### src/hw/rtl/bde_pkg.sv
// ----------------------------------------------------------------------------
// bde_pkg
// Shared types and codes of the bounded deque engine: command kinds, result
// status codes, controller states and the result transaction layout.
// ----------------------------------------------------------------------------
package bde_pkg;

   localparam int DATA_W   = 32;
   localparam int KIND_W   = 4;
   localparam int STATUS_W = 2;

   // command kinds carried on the request channel
   typedef enum logic [KIND_W-1:0] {
      KIND_ADD_FRONT   = 4'd0,
      KIND_ADD_BACK    = 4'd1,
      KIND_DEL_FRONT   = 4'd2,
      KIND_DEL_BACK    = 4'd3,
      KIND_CLEAR       = 4'd4,
      KIND_DEL_VALUE   = 4'd5,
      KIND_PRINT_ALL   = 4'd6,
      KIND_PRINT_FIRST = 4'd7,
      KIND_PRINT_LAST  = 4'd8
   } kind_type;

   // status codes carried on the response channel
   typedef enum logic [STATUS_W-1:0] {
      STATUS_DATA  = 2'd0,
      STATUS_EMPTY = 2'd1,
      STATUS_FULL  = 2'd2,
      STATUS_NONE  = 2'd3
   } status_type;

   // controller states
   typedef enum logic [2:0] {
      S_IDLE,
      S_EXEC,
      S_SCAN,
      S_PRINT,
      S_STATUS
   } state_type;

   // one result transaction
   typedef struct packed {
      logic signed [DATA_W-1:0] value;
      status_type               status;
      logic                     last;
   } rsp_item_type;

endpackage

### src/hw/rtl/bde_req_if.sv
// ----------------------------------------------------------------------------
// bde_req_if
// Command channel of the deque engine: valid/ready handshake with the
// command kind and its operand.
// ----------------------------------------------------------------------------
interface bde_req_if;
   logic                               valid;
   logic                               ready;
   logic [bde_pkg::KIND_W-1:0]         kind;
   logic signed [bde_pkg::DATA_W-1:0]  operand;

   modport source (output valid, output kind, output operand, input ready);
   modport sink   (input valid, input kind, input operand, output ready);
endinterface

### src/hw/rtl/bde_rsp_if.sv
// ----------------------------------------------------------------------------
// bde_rsp_if
// Result channel of the deque engine: valid/ready handshake with the printed
// value, a status code and the last-of-command flag.
// ----------------------------------------------------------------------------
interface bde_rsp_if;
   logic                               valid;
   logic                               ready;
   logic signed [bde_pkg::DATA_W-1:0]  value;
   logic [bde_pkg::STATUS_W-1:0]       status;
   logic                               last;

   modport source (output valid, output value, output status, output last, input ready);
   modport sink   (input valid, input value, input status, input last, output ready);
endinterface

### src/hw/rtl/bde_store.sv
// ----------------------------------------------------------------------------
// bde_store
// Ring storage of the deque: one write port, one read port with a registered
// read data output. Read data holds between reads.
// ----------------------------------------------------------------------------
module bde_store #(
   parameter int DEPTH = 64,
   parameter int IDX_W = $clog2(DEPTH)
) (
   input  logic                       clock,
   input  logic                       wr_en,
   input  logic [IDX_W-1:0]           wr_addr,
   input  logic [bde_pkg::DATA_W-1:0] wr_data,
   input  logic                       rd_en,
   input  logic [IDX_W-1:0]           rd_addr,
   output logic [bde_pkg::DATA_W-1:0] rd_data
);

   logic [bde_pkg::DATA_W-1:0] store_mem [DEPTH];
   logic [bde_pkg::DATA_W-1:0] rd_data_ff;

   // write port
   always_ff @(posedge clock) begin
      if (wr_en) begin
         store_mem[wr_addr] <= wr_data;
      end
   end

   // read port, hold data when idle
   always_ff @(posedge clock) begin
      if (rd_en) begin
         rd_data_ff <= store_mem[rd_addr];
      end
   end

   assign rd_data = rd_data_ff;

endmodule

### src/hw/rtl/bde_out.sv
// ----------------------------------------------------------------------------
// bde_out
// Output register of the result channel. Takes one result transaction from
// the controller whenever it is empty or being drained in the same cycle.
// ----------------------------------------------------------------------------
module bde_out (
   input  logic                  clock,
   input  logic                  reset,
   input  logic                  push_valid,
   input  bde_pkg::rsp_item_type push_item,
   output logic                  push_ok,
   bde_rsp_if.source             rsp_chan
);

   logic                  valid_ff;
   logic                  valid_in;
   bde_pkg::rsp_item_type item_ff;
   bde_pkg::rsp_item_type item_in;

   assign push_ok = !valid_ff || rsp_chan.ready;

   // load on push, drop when taken
   always_comb begin
      valid_in = valid_ff;
      item_in  = item_ff;
      if (push_valid && push_ok) begin
         valid_in = 1'b1;
         item_in  = push_item;
      end else if (rsp_chan.ready) begin
         valid_in = 1'b0;
      end
   end

   always_ff @(posedge clock) begin
      if (reset) begin
         valid_ff <= 1'b0;
      end else begin
         valid_ff <= valid_in;
      end
   end

   always_ff @(posedge clock) begin
      item_ff <= item_in;
   end

   assign rsp_chan.valid  = valid_ff;
   assign rsp_chan.value  = item_ff.value;
   assign rsp_chan.status = item_ff.status;
   assign rsp_chan.last   = item_ff.last;

endmodule

### src/hw/rtl/bde_ctrl.sv
// ----------------------------------------------------------------------------
// bde_ctrl
// Command sequencer of the deque engine. Holds head index and entry count,
// drives the ring storage and walks it for prints and delete-by-value.
// ----------------------------------------------------------------------------
module bde_ctrl #(
   parameter int DEPTH = 64,
   parameter int IDX_W = $clog2(DEPTH),
   parameter int CNT_W = $clog2(DEPTH + 1)
) (
   input  logic                              clock,
   input  logic                              reset,
   // command transaction
   input  logic                              req_valid,
   input  logic [bde_pkg::KIND_W-1:0]        req_kind,
   input  logic signed [bde_pkg::DATA_W-1:0] req_operand,
   output logic                              req_ready,
   // ring storage
   output logic                              mem_wr_en,
   output logic [IDX_W-1:0]                  mem_wr_addr,
   output logic [bde_pkg::DATA_W-1:0]        mem_wr_data,
   output logic                              mem_rd_en,
   output logic [IDX_W-1:0]                  mem_rd_addr,
   input  logic [bde_pkg::DATA_W-1:0]        mem_rd_data,
   // result transaction
   output logic                              push_valid,
   output bde_pkg::rsp_item_type             push_item,
   input  logic                              push_ok
);

   bde_pkg::state_type                 state_ff, state_in;
   logic [bde_pkg::KIND_W-1:0]         kind_ff, kind_in;
   logic signed [bde_pkg::DATA_W-1:0]  operand_ff, operand_in;
   logic [IDX_W-1:0]                   head_ff, head_in;
   logic [CNT_W-1:0]                   count_ff, count_in;
   logic [CNT_W-1:0]                   rd_off_ff, rd_off_in;
   logic [CNT_W-1:0]                   wr_off_ff, wr_off_in;
   logic [CNT_W-1:0]                   left_ff, left_in;
   bde_pkg::status_type                status_ff, status_in;

   logic             full;
   logic             empty;
   logic             is_add;
   logic             is_front_add;
   logic             is_del_value;
   logic             is_print;
   logic             count_ok;
   logic             clip;
   logic [CNT_W-1:0] n_sel;
   logic [CNT_W-1:0] first_sel;
   logic [IDX_W-1:0] head_dec;
   logic [IDX_W-1:0] head_inc;
   logic [CNT_W-1:0] rd_off_sel;
   logic [CNT_W-1:0] wr_off_sel;
   logic             scan_more;
   logic             keep;

   // ring slot of an offset from the head
   function automatic logic [IDX_W-1:0] slot_of(input logic [IDX_W-1:0] head,
                                                input logic [CNT_W-1:0] off);
      logic [CNT_W:0] sum;
      sum = (CNT_W + 1)'(head) + (CNT_W + 1)'(off);
      if (sum >= (CNT_W + 1)'(DEPTH)) begin
         sum = sum - (CNT_W + 1)'(DEPTH);
      end
      return sum[IDX_W-1:0];
   endfunction

   // command decode on the held transaction
   assign full         = (count_ff == CNT_W'(DEPTH));
   assign empty        = (count_ff == '0);
   assign is_add       = (kind_ff == bde_pkg::KIND_ADD_FRONT) ||
                         (kind_ff == bde_pkg::KIND_ADD_BACK);
   assign is_front_add = (kind_ff == bde_pkg::KIND_ADD_FRONT);
   assign is_del_value = (kind_ff == bde_pkg::KIND_DEL_VALUE);
   assign is_print     = (kind_ff == bde_pkg::KIND_PRINT_ALL) ||
                         (kind_ff == bde_pkg::KIND_PRINT_FIRST) ||
                         (kind_ff == bde_pkg::KIND_PRINT_LAST);
   assign count_ok     = (kind_ff == bde_pkg::KIND_PRINT_ALL) ||
                         (!operand_ff[bde_pkg::DATA_W-1] && (operand_ff != '0));
   assign clip         = ($unsigned(operand_ff) > bde_pkg::DATA_W'(count_ff));
   assign n_sel        = ((kind_ff == bde_pkg::KIND_PRINT_ALL) || clip) ?
                         count_ff : operand_ff[CNT_W-1:0];
   assign first_sel    = (kind_ff == bde_pkg::KIND_PRINT_LAST) ? count_ff - n_sel : '0;
   assign head_dec     = (head_ff == '0) ? IDX_W'(DEPTH - 1) : head_ff - 1'b1;
   assign head_inc     = (head_ff == IDX_W'(DEPTH - 1)) ? '0 : head_ff + 1'b1;
   assign scan_more    = (rd_off_ff < count_ff);
   assign keep         = (mem_rd_data != operand_ff);

   // next state
   always_comb begin
      state_in = state_ff;
      case (state_ff)
         bde_pkg::S_IDLE: begin
            if (req_valid) begin
               state_in = bde_pkg::S_EXEC;
            end
         end
         bde_pkg::S_EXEC: begin
            state_in = bde_pkg::S_IDLE;
            if (is_add && full) begin
               state_in = bde_pkg::S_STATUS;
            end else if (is_del_value && !empty) begin
               state_in = bde_pkg::S_SCAN;
            end else if (is_print) begin
               state_in = (empty || !count_ok) ? bde_pkg::S_STATUS : bde_pkg::S_PRINT;
            end
         end
         bde_pkg::S_SCAN: begin
            if (!scan_more) begin
               state_in = bde_pkg::S_IDLE;
            end
         end
         bde_pkg::S_PRINT: begin
            if (push_ok && (left_ff == CNT_W'(1))) begin
               state_in = bde_pkg::S_IDLE;
            end
         end
         bde_pkg::S_STATUS: begin
            if (push_ok) begin
               state_in = bde_pkg::S_IDLE;
            end
         end
         default: begin
            state_in = bde_pkg::S_IDLE;
         end
      endcase
   end

   // datapath and outputs
   always_comb begin
      kind_in     = kind_ff;
      operand_in  = operand_ff;
      head_in     = head_ff;
      count_in    = count_ff;
      rd_off_in   = rd_off_ff;
      wr_off_in   = wr_off_ff;
      left_in     = left_ff;
      status_in   = status_ff;
      req_ready   = 1'b0;
      mem_rd_en   = 1'b0;
      rd_off_sel  = rd_off_ff;
      mem_wr_en   = 1'b0;
      wr_off_sel  = wr_off_ff;
      mem_wr_data = operand_ff;
      push_valid  = 1'b0;
      push_item   = '{value: '0, status: status_ff, last: 1'b1};

      case (state_ff)
         bde_pkg::S_IDLE: begin
            // take a command transaction
            req_ready = 1'b1;
            if (req_valid) begin
               kind_in    = req_kind;
               operand_in = req_operand;
            end
         end
         bde_pkg::S_EXEC: begin
            case (bde_pkg::kind_type'(kind_ff))
               bde_pkg::KIND_ADD_FRONT, bde_pkg::KIND_ADD_BACK: begin
                  if (full) begin
                     status_in = bde_pkg::STATUS_FULL;
                  end else begin
                     mem_wr_en  = 1'b1;
                     wr_off_sel = count_ff;
                     count_in   = count_ff + 1'b1;
                     if (is_front_add) begin
                        head_in = head_dec;
                     end
                  end
               end
               bde_pkg::KIND_DEL_FRONT: begin
                  if (!empty) begin
                     head_in  = head_inc;
                     count_in = count_ff - 1'b1;
                  end
               end
               bde_pkg::KIND_DEL_BACK: begin
                  if (!empty) begin
                     count_in = count_ff - 1'b1;
                  end
               end
               bde_pkg::KIND_CLEAR: begin
                  head_in  = '0;
                  count_in = '0;
               end
               bde_pkg::KIND_DEL_VALUE: begin
                  // start the scan at the front
                  if (!empty) begin
                     mem_rd_en  = 1'b1;
                     rd_off_sel = '0;
                     rd_off_in  = CNT_W'(1);
                     wr_off_in  = '0;
                  end
               end
               bde_pkg::KIND_PRINT_ALL, bde_pkg::KIND_PRINT_FIRST,
               bde_pkg::KIND_PRINT_LAST: begin
                  if (empty) begin
                     status_in = bde_pkg::STATUS_EMPTY;
                  end else if (!count_ok) begin
                     status_in = bde_pkg::STATUS_NONE;
                  end else begin
                     mem_rd_en  = 1'b1;
                     rd_off_sel = first_sel;
                     rd_off_in  = first_sel + 1'b1;
                     left_in    = n_sel;
                  end
               end
               default: begin
               end
            endcase
         end
         bde_pkg::S_SCAN: begin
            // pack survivors toward the front
            mem_wr_data = mem_rd_data;
            if (keep) begin
               mem_wr_en = 1'b1;
               wr_off_in = wr_off_ff + 1'b1;
            end
            if (scan_more) begin
               mem_rd_en = 1'b1;
               rd_off_in = rd_off_ff + 1'b1;
            end else begin
               count_in = keep ? wr_off_ff + 1'b1 : wr_off_ff;
            end
         end
         bde_pkg::S_PRINT: begin
            // emit one entry, fetch the next
            push_item = '{value: mem_rd_data, status: bde_pkg::STATUS_DATA,
                          last: (left_ff == CNT_W'(1))};
            if (push_ok) begin
               push_valid = 1'b1;
               if (left_ff != CNT_W'(1)) begin
                  mem_rd_en = 1'b1;
                  rd_off_in = rd_off_ff + 1'b1;
                  left_in   = left_ff - 1'b1;
               end
            end
         end
         bde_pkg::S_STATUS: begin
            push_valid = push_ok;
         end
         default: begin
         end
      endcase
   end

   assign mem_rd_addr = slot_of(head_ff, rd_off_sel);
   assign mem_wr_addr = (state_ff == bde_pkg::S_EXEC && is_front_add) ?
                        head_dec : slot_of(head_ff, wr_off_sel);

   // control registers
   always_ff @(posedge clock) begin
      if (reset) begin
         state_ff <= bde_pkg::S_IDLE;
         head_ff  <= '0;
         count_ff <= '0;
      end else begin
         state_ff <= state_in;
         head_ff  <= head_in;
         count_ff <= count_in;
      end
   end

   // command and walk registers
   always_ff @(posedge clock) begin
      kind_ff    <= kind_in;
      operand_ff <= operand_in;
      rd_off_ff  <= rd_off_in;
      wr_off_ff  <= wr_off_in;
      left_ff    <= left_in;
      status_ff  <= status_in;
   end

endmodule

### src/hw/rtl/bounded_deque_engine.sv
// ----------------------------------------------------------------------------
// bounded_deque_engine
// Bounded double-ended queue of signed 32-bit values in a ring of DEPTH
// entries, with end adds and deletes, clear, delete-by-value and prints.
// ----------------------------------------------------------------------------
// One command is taken at a time. Adds that fit, end deletes, clear and
// unknown kinds finish in the execute state. Delete-by-value walks the ring
// through the single read port of the storage, one entry per cycle, writing
// survivors back toward the front. Prints read one entry per cycle while
// the result channel takes them. Status results (add when full, print when
// empty, nothing selected) go out from a status state. Any result also
// waits while the result channel stalls. A result waits in an output
// register, so the last result of a command may still be pending while the
// next command is taken.
module bounded_deque_engine #(
   parameter int DEPTH = 64
) (
   input  logic       clock,
   input  logic       reset,
   bde_req_if.sink    req_chan,
   bde_rsp_if.source  rsp_chan
);

   localparam int IDX_W = $clog2(DEPTH);
   localparam int CNT_W = $clog2(DEPTH + 1);

   logic                        mem_wr_en;
   logic [IDX_W-1:0]            mem_wr_addr;
   logic [bde_pkg::DATA_W-1:0]  mem_wr_data;
   logic                        mem_rd_en;
   logic [IDX_W-1:0]            mem_rd_addr;
   logic [bde_pkg::DATA_W-1:0]  mem_rd_data;
   logic                        push_valid;
   bde_pkg::rsp_item_type       push_item;
   logic                        push_ok;

   // command sequencer
   bde_ctrl #(
      .DEPTH (DEPTH),
      .IDX_W (IDX_W),
      .CNT_W (CNT_W)
   ) u_ctrl (
      .clock       (clock),
      .reset       (reset),
      .req_valid   (req_chan.valid),
      .req_kind    (req_chan.kind),
      .req_operand (req_chan.operand),
      .req_ready   (req_chan.ready),
      .mem_wr_en   (mem_wr_en),
      .mem_wr_addr (mem_wr_addr),
      .mem_wr_data (mem_wr_data),
      .mem_rd_en   (mem_rd_en),
      .mem_rd_addr (mem_rd_addr),
      .mem_rd_data (mem_rd_data),
      .push_valid  (push_valid),
      .push_item   (push_item),
      .push_ok     (push_ok)
   );

   // ring storage
   bde_store #(
      .DEPTH (DEPTH),
      .IDX_W (IDX_W)
   ) u_store (
      .clock   (clock),
      .wr_en   (mem_wr_en),
      .wr_addr (mem_wr_addr),
      .wr_data (mem_wr_data),
      .rd_en   (mem_rd_en),
      .rd_addr (mem_rd_addr),
      .rd_data (mem_rd_data)
   );

   // result register
   bde_out u_out (
      .clock      (clock),
      .reset      (reset),
      .push_valid (push_valid),
      .push_item  (push_item),
      .push_ok    (push_ok),
      .rsp_chan   (rsp_chan)
   );

endmodule
### src/flat_wrapper.sv
// flat-port wrapper written by rule: the top's interface ports become plain ports
module bounded_deque_engine_flat 
#(
   parameter int DEPTH = 64
)
  (clock, reset, req_chan_valid, req_chan_kind, req_chan_operand, req_chan_ready, rsp_chan_valid, rsp_chan_value, rsp_chan_status, rsp_chan_last, rsp_chan_ready);
  bde_req_if req_chan_i ();
  bde_rsp_if rsp_chan_i ();
  input  logic clock;
  input  logic reset;
  input wire logic [$bits(req_chan_i.valid)-1:0] req_chan_valid;
  input wire logic [$bits(req_chan_i.kind)-1:0] req_chan_kind;
  input wire logic [$bits(req_chan_i.operand)-1:0] req_chan_operand;
  output wire logic [$bits(req_chan_i.ready)-1:0] req_chan_ready;
  output wire logic [$bits(rsp_chan_i.valid)-1:0] rsp_chan_valid;
  output wire logic [$bits(rsp_chan_i.value)-1:0] rsp_chan_value;
  output wire logic [$bits(rsp_chan_i.status)-1:0] rsp_chan_status;
  output wire logic [$bits(rsp_chan_i.last)-1:0] rsp_chan_last;
  input wire logic [$bits(rsp_chan_i.ready)-1:0] rsp_chan_ready;
  assign req_chan_i.valid = req_chan_valid;
  assign req_chan_i.kind = req_chan_kind;
  assign req_chan_i.operand = req_chan_operand;
  assign req_chan_ready = req_chan_i.ready;
  assign rsp_chan_valid = rsp_chan_i.valid;
  assign rsp_chan_value = rsp_chan_i.value;
  assign rsp_chan_status = rsp_chan_i.status;
  assign rsp_chan_last = rsp_chan_i.last;
  assign rsp_chan_i.ready = rsp_chan_ready;
  bounded_deque_engine #(.DEPTH(DEPTH)) u_core (.clock(clock), .reset(reset), .req_chan(req_chan_i), .rsp_chan(rsp_chan_i));
endmodule
### config.mk
export PLATFORM = sky130hd
export DESIGN_NAME = bounded_deque_engine_flat
export DESIGN_NICKNAME = d
export VERILOG_FILES = /design/src/hw/rtl/bde_pkg.sv /design/src/hw/rtl/bde_req_if.sv /design/src/hw/rtl/bde_rsp_if.sv /design/src/hw/rtl/bde_store.sv /design/src/hw/rtl/bde_out.sv /design/src/hw/rtl/bde_ctrl.sv /design/src/hw/rtl/bounded_deque_engine.sv /design/src/flat_wrapper.sv
export SDC_FILE = /design/constraint.sdc
export NUM_CORES = 2
export LEC_CHECK = 0
export ABC_AREA = 1
export BUFFER_PORTS_ARGS = -buffer_cell sky130_fd_sc_hd__buf_4
export CAP_MARGIN = 10
export CORE_MARGIN = 5
export CORE_UTILIZATION = 30
export DETAILED_ROUTE_END_ITERATION = 12
export HOLD_SLACK_MARGIN = 0.12
export SYNTH_ARGS = -nofsm -noshare
export SYNTH_HDL_FRONTEND = slang
export SYNTH_SLANG_ARGS = --single-unit
### constraint.sdc
create_clock -name clock -period 4.5 [get_ports clock]
set_input_delay 1.35 -clock clock [delete_from_list [all_inputs] [get_ports clock]]
set_output_delay 1.35 -clock clock [all_outputs]
set_load 0.02 [all_outputs]
### Word-level counts from Yosys, hierarchy flattened

Memory sizes are Yosys's and may differ from the RTL's. A register that Yosys moved wholly into a read port is not among the register bits.
Index checks and enable logic that the tools add are counted.
W data, S select, Z words.

| operators by class | value |
|---|---|
| $add $sub $neg | 13 |
| order comparisons | 4 |
| equal/unequal tests | 40 |
| multiplexer cells | 75 |
| reductions and logical operators | 39 |

Operator list:

| operator | number |
|---|---|
| $mux W7 | 26 |
| $pmux W7 S2 | 5 |
| $mux W6 | 8 |
| $pmux W7 S3 | 2 |
| $gt A32 B7 Y1 | 1 |
| $mux W32 | 1 |
| $ne A32 B32 Y1 | 1 |
| $reduce_bool A32 Y1 | 1 |
| $add A7 B1 Y7 const B | 4 |
| $ne A2 B2 Y1 const B | 14 |
| $mux W3 | 8 |
| $ne A3 B3 Y1 const B | 6 |
| $pmux W6 S3 | 1 |
| $sub A6 B1 Y6 const B | 3 |
| $add A6 B7 Y8 | 2 |
| $eq A4 B3 Y1 const B | 4 |
| $ge A8 B7 Y1 const B | 2 |
| $mux W1 | 15 |
| $pmux W3 S5 | 1 |
| $sub A7 B1 Y7 const B | 2 |
| $reduce_and A5 Y1 | 2 |
| $eq A4 B2 Y1 const B | 2 |
| $reduce_and A4 Y1 | 2 |
| $reduce_and A8 Y1 | 1 |
| 33 further kinds | 57 |

| word-level totals | value |
|---|---|
| register bits after elaboration | 111 |
| RAM bits | 2048 |
| input bits | 40 |
| output and inout bits | 37 |
| logic and storage cells | 185 |
| memories | 1 |

Memory list:

| name | words | bits a word | rd ports | clocked after Yosys merged registers in | write ports | line | RTL |
|---|---|---|---|---|---|---|---|
| u_core.u_store.store_mem | 64 | 32 | 1 | 1 | 1 | bde_store.sv:19 | `logic [bde_pkg::DATA_W-1:0] store_mem [DEPTH];` |

### Logic depth before layout (Yosys ltp)

| depth | value |
|---|---|
| word-level depth | 12 |
| depth in mapped cells | 34 |
| gate-level depth less buffers | 33 |

### Cells and area by module

From an unflattened synthesis, not the netlist that was laid out.

| second synthesis, totals | value |
|---|---|
| cell total of the unflattened synthesis | 7715 |
| area, all modules | 90558.1 sq um |

Modules (own cells, without submodules):

| module | instances | cells an instance | area each (sq um) | seq. area each (sq um) |
|---|---|---|---|---|
| bde_store | 1 | 6785 | 83106.0 | 62459.9 |
| bde_ctrl | 1 | 889 | 6353.6 | 2092.0 |
| bde_out | 1 | 41 | 1098.6 | 1071.0 |

### Worst setup path before layout

No wires, ideal clock.

| path | value |
|---|---|
| path kind | register to register |
| start point | register u_core.u_ctrl.operand_ff[5] in the netlist's numbering |
| end point | register u_core.u_store.rd_data_ff (netlist bit u_core.u_store.rd_data[1]) (read register of u_core.u_store.store_mem) (data pin) |
| arrival | 4.640 ns |
| data required time | 4.248 ns |
| slack | -0.392 ns |
| stages on the path, launching flop included | 25 |
| clock period less this slack | 4.892 ns |
| cells stage by stage | edfxtp_1 > ha_1 > nand2_1 > nor3_1 > nand3_1 > a21boi_4 > nand2_1 > o21ai_0 > ha_1 > inv_1 > fa_1 > nand3_1 > nand3_1 > nor3_1 > a21oi_1 > o22ai_1 > ha_1 > a21oi_1 > o21ai_0 > xnor2_1 > clkbuf_1 > dlygate4sd3_1 > a32oi_1 > nand2_2 > nand2_2 |

| on the way | value |
|---|---|
| word-level cells in the longest chain between the ends | 12 |
| elaborated cells on any way between the ends | 20 |

Ends and longest elaborated chain:

| what | line | RTL |
|---|---|---|
| start: declaration | bde_ctrl.sv:33 | `logic signed [bde_pkg::DATA_W-1:0] operand_ff, operand_in;` |
| start signal: assignment | bde_ctrl.sv:268 | `operand_ff <= operand_in;` |
| $gt A32 B7 Y1 | bde_ctrl.sv:81 | `assign clip = ($unsigned(operand_ff) > bde_pkg::DATA_W'(count_ff));` |
| $logic_or A1 B1 Y1 | bde_ctrl.sv:82 | `assign n_sel = ((kind_ff == bde_pkg::KIND_PRINT_ALL) \|\| clip) ?` |
| $mux W7 | bde_ctrl.sv:82 |  |
| $sub A7 B7 Y7 | bde_ctrl.sv:84 | `assign first_sel = (kind_ff == bde_pkg::KIND_PRINT_LAST) ? count_ff - n_sel : '0;` |
| $mux W7 | bde_ctrl.sv:84 |  |
| $mux W7 | bde_ctrl.sv:200 | `end else if (!count_ok) begin` |
| $mux W7 | bde_ctrl.sv:198 | `if (empty) begin` |
| $pmux W7 S2 | bde_ctrl.sv:159 | `case (bde_pkg::kind_type'(kind_ff))` |
| $mux W7 | bde_ctrl.sv:149 | `case (state_ff)` |
| $add A6 B7 Y8 | bde_ctrl.sv:62 | `sum = (CNT_W + 1)'(head) + (CNT_W + 1)'(off);` |
| $ge A8 B7 Y1 or $sub A6 B1 Y6 (tied branches) | bde_ctrl.sv:63, bde_ctrl.sv:64 |  |
| $mux W6 | bde_ctrl.sv:63 | `if (sum >= (CNT_W + 1)'(DEPTH)) begin` |
| end: declaration | bde_store.sv:20 | `logic [bde_pkg::DATA_W-1:0] rd_data_ff;` |

Parallel ways exist; a longest one is shown, timed or not.
A chain may end at the register's enable or synchronous reset.

### Final worst setup path

| path | value |
|---|---|
| start point | register u_core.u_ctrl.operand_ff[6] in the netlist's numbering |
| end point | register u_core.u_store.rd_data_ff (netlist bit u_core.u_store.rd_data[3]) (read register of u_core.u_store.store_mem) (data pin) |

Same word-level chain as after synthesis.

==> results.ini <==
[sta]
fin_ws_ns = -0.7967
finalClockSkew_ns = 0.05859
holdWs_ns = 0.5704
finalCritPeriodShare = 1.177
report.final.slew_viol_count = 0
worst_slew_pin_slew_ns = 0.9929
max_freq_mhz = 188.8
hold_viol_final = 0
slew_headroom = 0.3320
min_period_ns = 5.297
setup_violations = 32
rsz0062_at_grt = yes

[synth]
syn_nets = 6052
netlist_area_mm2 = 0.08843
yosys-top-cells-area = edfxtp_1 74%, mux2i_1 5.8%, o221ai_1 5.1%
synth_edf_count = 2174
synth_cells = 5967
yosysTopAreaCell = edfxtp_1
ys.flop_type = edfxtp_1
yosysSeqAreaShare = 0.7421
yosysWarnings = 0
synth.distinct_cells = 50
synth-seq-cells = 2191
synth_top_area_frac = 0.7382
async_reset_ff_frac = 0
avgSynthCellArea_um2 = 14.82

[global_route]
grt.total_usage = 0.1660
grt_antenna_before_repair = 1
grt.overflow.total = 0
grt_pass1_vias = 55820
grt_max_degree = 65
grt_pass1_wl_um = 383400

[clock_network]
cts-buffers-inserted = 221
clock_latency_ns = 0.89
clk_pin_slew_ns = 0.06
clock_sinks = 2191
cts_root_buf = clkbuf_16
clock_path_buffers = 3
ctsHoldBuffers = 0
htree_levels = 4
cts_tree = yes

[pwr]
ir_drop_v = 0.0003590
swShare = 0.2929
seq_power_share = 0.420
comb_power_share = 0.240
internal-power_w = 0.03929
clockPowerShare = 0.339
power_density_mw_per_mm2 = 486.6
total_leakage_power_nw = 37.62
p_sw_w = 0.01627

[finish]
fin_util = 0.3887
area_growth_pct = 29.13
register_area_mm2 = 0.06563
diodes = 0
multiInputGateArea_mm2 = 0.02486
stdcell_count = 10760
drive_above_1_share = 0.2696
layout.nets = 6731
final.fill_count = 26640

[place]
place_hpwl_um = 161500
dpl.cell_count = 10220
gp_congestion = 0.8828
portBuffers = 76
place_worst_setup_slack_ns = -1.304

[worst_setup_path]
cp_slowest_cell = fa_4
crit_family = adder cells
crit_arrival_ns = 6.02
crit_path_end = u_core.u_store.rd_data[3]$_DFFE_PP_
path_buf_inv = 7
max_stage_delay_ns = 0.70
required_ns = 5.22
end_kind = register
reg2reg_depth = 25
rr_startpoint = u_core.u_ctrl.operand_ff[6]$_DFFE_PP_
reg2reg_to = u_core.u_store.rd_data[3]$_DFFE_PP_
r2r_slack_ns = -0.80
critical_path.startpoint = u_core.u_ctrl.operand_ff[6]$_DFFE_PP_
path_max_fanout = 12
critPathLaunchType = register
path_class = reg2reg
cp_num_cells = 25

[die]
start_util = 0.3010
row_count = 199
fp.dieW_um = 552.9
core-area_mm2 = 0.2938
die_h_um = 552.9
io_pins = 77
dieArea_mm2 = 0.3057

[detailed_routing]
drt_wl_total_um = 270000
antenna_left = 0
drcViolationCount = 0
vias_per_cell = 5.349
vias = 57540
wl_per_cell_um = 25.10
first_pass_iters = 6
first_iter_violations = 6563

[run]
maxCapViolCount = 0

[status]
violations = setup timing
status = finished with violations

[min_path]
hp-class = reg2reg
hold_start = u_core.u_ctrl.status_ff[0]$_SDFFCE_PP0P_

Yosys cell counts (all sizes together) (41+ instances only):
cell / count
nand3: 273
ha: 41
nand2: 243
buf: 77
o221ai: 512
edfxtp: 2174
a31oi: 68
o21ai: 597
mux2i: 513
nor2: 734
a32oi: 66
clkbuf: 325
inv: 174
final cells by class:
type | count | share of cell area
clock inverters | 150 | 0.01538
clock buffers | 264 | 0.05003
inverters | 174 | 0.005960
repair buffers | 861 | 0.09333
multi-input cells | 3197 | 0.2177
well taps | 3919 | 0.04294
flip-flops and latches | 2191 | 0.5747
worst reg2reg max path, delay by kind of cell (launching register included):
kind	cells	cell delay (ns)
adder cells (fa/ha/maj)	4	1.79
AND/OR/NAND/NOR	8	0.87
flip-flops	1	0.40
AO/OA/AOI/OAI	6	1.16
buffers and inverters	7	0.96
power by group through the flow:
stage	clock network, W	logic [W]	registers, W
after floorplan	0	0.00558	0.0238
after global placement	0	0.0103	0.0238
after detailed placement	0	0.0105	0.0238
after CTS	0.0191	0.0118	0.0233
after global routing	0.0200	0.0141	0.0234
final	0.0189	0.0134	0.0234
per-layer routing:
metal,track usage,vias up,routed length (um)
li1,-,24780,-
met1,0.2332,29510,113000
met2,0.2692,2777,127500
met3,0.02389,477,21710
met4,0.04621,0,7759
met5,0,-,0
state kept, by name, indices dropped and copies added, names as in the netlist, 4 cells and up:
| name | cells |
|---|---|
| u_core.u_ctrl.count_ff | 7 |
| u_core.u_store.store_mem | 2048 |
| u_core.u_store.rd_data | 32 |
| u_core.u_ctrl.kind_ff | 4 |
| u_core.u_ctrl.operand_ff | 32 |
| u_core.u_out.rsp_chan.value | 32 |
| u_core.u_ctrl.rd_off_ff | 7 |
| u_core.u_ctrl.head_ff | 6 |
| u_core.u_ctrl.wr_off_ff | 7 |
| u_core.u_ctrl.left_ff | 7 |
cells by family (layout without fill, tap and decap cells):
logic type / Yosys count / count (layout) / share of synthesized area
AOI/OAI and AO/OA: 1311 / 1311 / 0.1007
muxes: 513 / 513 / 0.05807
DFF: 2191 / 2191 / 0.7421
xor gates and xnor gates: 38 / 38 / 0.003764
and+or+nand+nor: 1290 / 1290 / 0.06249
buffers and inverters: 579 / 1449 / 0.02626
adders and majority gates: 45 / 45 / 0.006706
how the worst min path moves through the flow:
| stage | end | depth (start not counted) | slack, ns |
|---|---|---|---|
| global placement | u_core.u_out.rsp_chan.status[0]$_SDFFCE_PP0P_ | 2 | 0.56 |
| floorplan | u_core.u_ctrl.state_ff[1]$_SDFFE_PP0P_ | 2 | 0.51 |
| finish | u_core.u_out.rsp_chan.status[0]$_SDFFCE_PP0P_ | 2 | 0.57 |
| global route | u_core.u_out.rsp_chan.status[0]$_SDFFCE_PP0P_ | 2 | 0.61 |
| detailed placement | u_core.u_out.rsp_chan.status[0]$_SDFFCE_PP0P_ | 2 | 0.55 |
| CTS | u_core.u_out.rsp_chan.status[0]$_SDFFCE_PP0P_ | 2 | 0.57 |
through the flow:
step / instance area, um2 / setup TNS (ns) / total power (W)
CTS: 111000 / -18.59 / 0.05430
global placement: 100800 / -74.95 / 0.03406
detailed placement: 100800 / -53.91 / 0.03423
finish: 114200 / -21.81 / 0.05557
floorplan: 88520 / -328.28 / 0.02941
global route: 114200 / -26.54 / 0.05736
timing repair:
item                                    4_1_cts  5_1_grt
pin swaps                                   153      263
buffers inserted                             51       36
gates resized for setup                     295      543
endpoints found under the setup margin     1396     2050
cloned                                       30       18
cell usage in the layout, fill, tap and decap left out, drive strengths merged, types with 30 or more instances in the layout:
cell	synthesis	routed
inv	174	182
o221ai	512	512
mux2i	513	513
a31oi	68	68
a21oi	40	40
bufinv	0	30
buf	77	841
nor2	734	734
ha	41	41
clkinv	0	100
edfxtp	2174	2174
clkbuf	325	280
o21ai	597	597
a32oi	66	66
xor2	32	32
nand2	243	243
nand3	273	273
No activity file was read; power rests on OpenSTA's default activity.
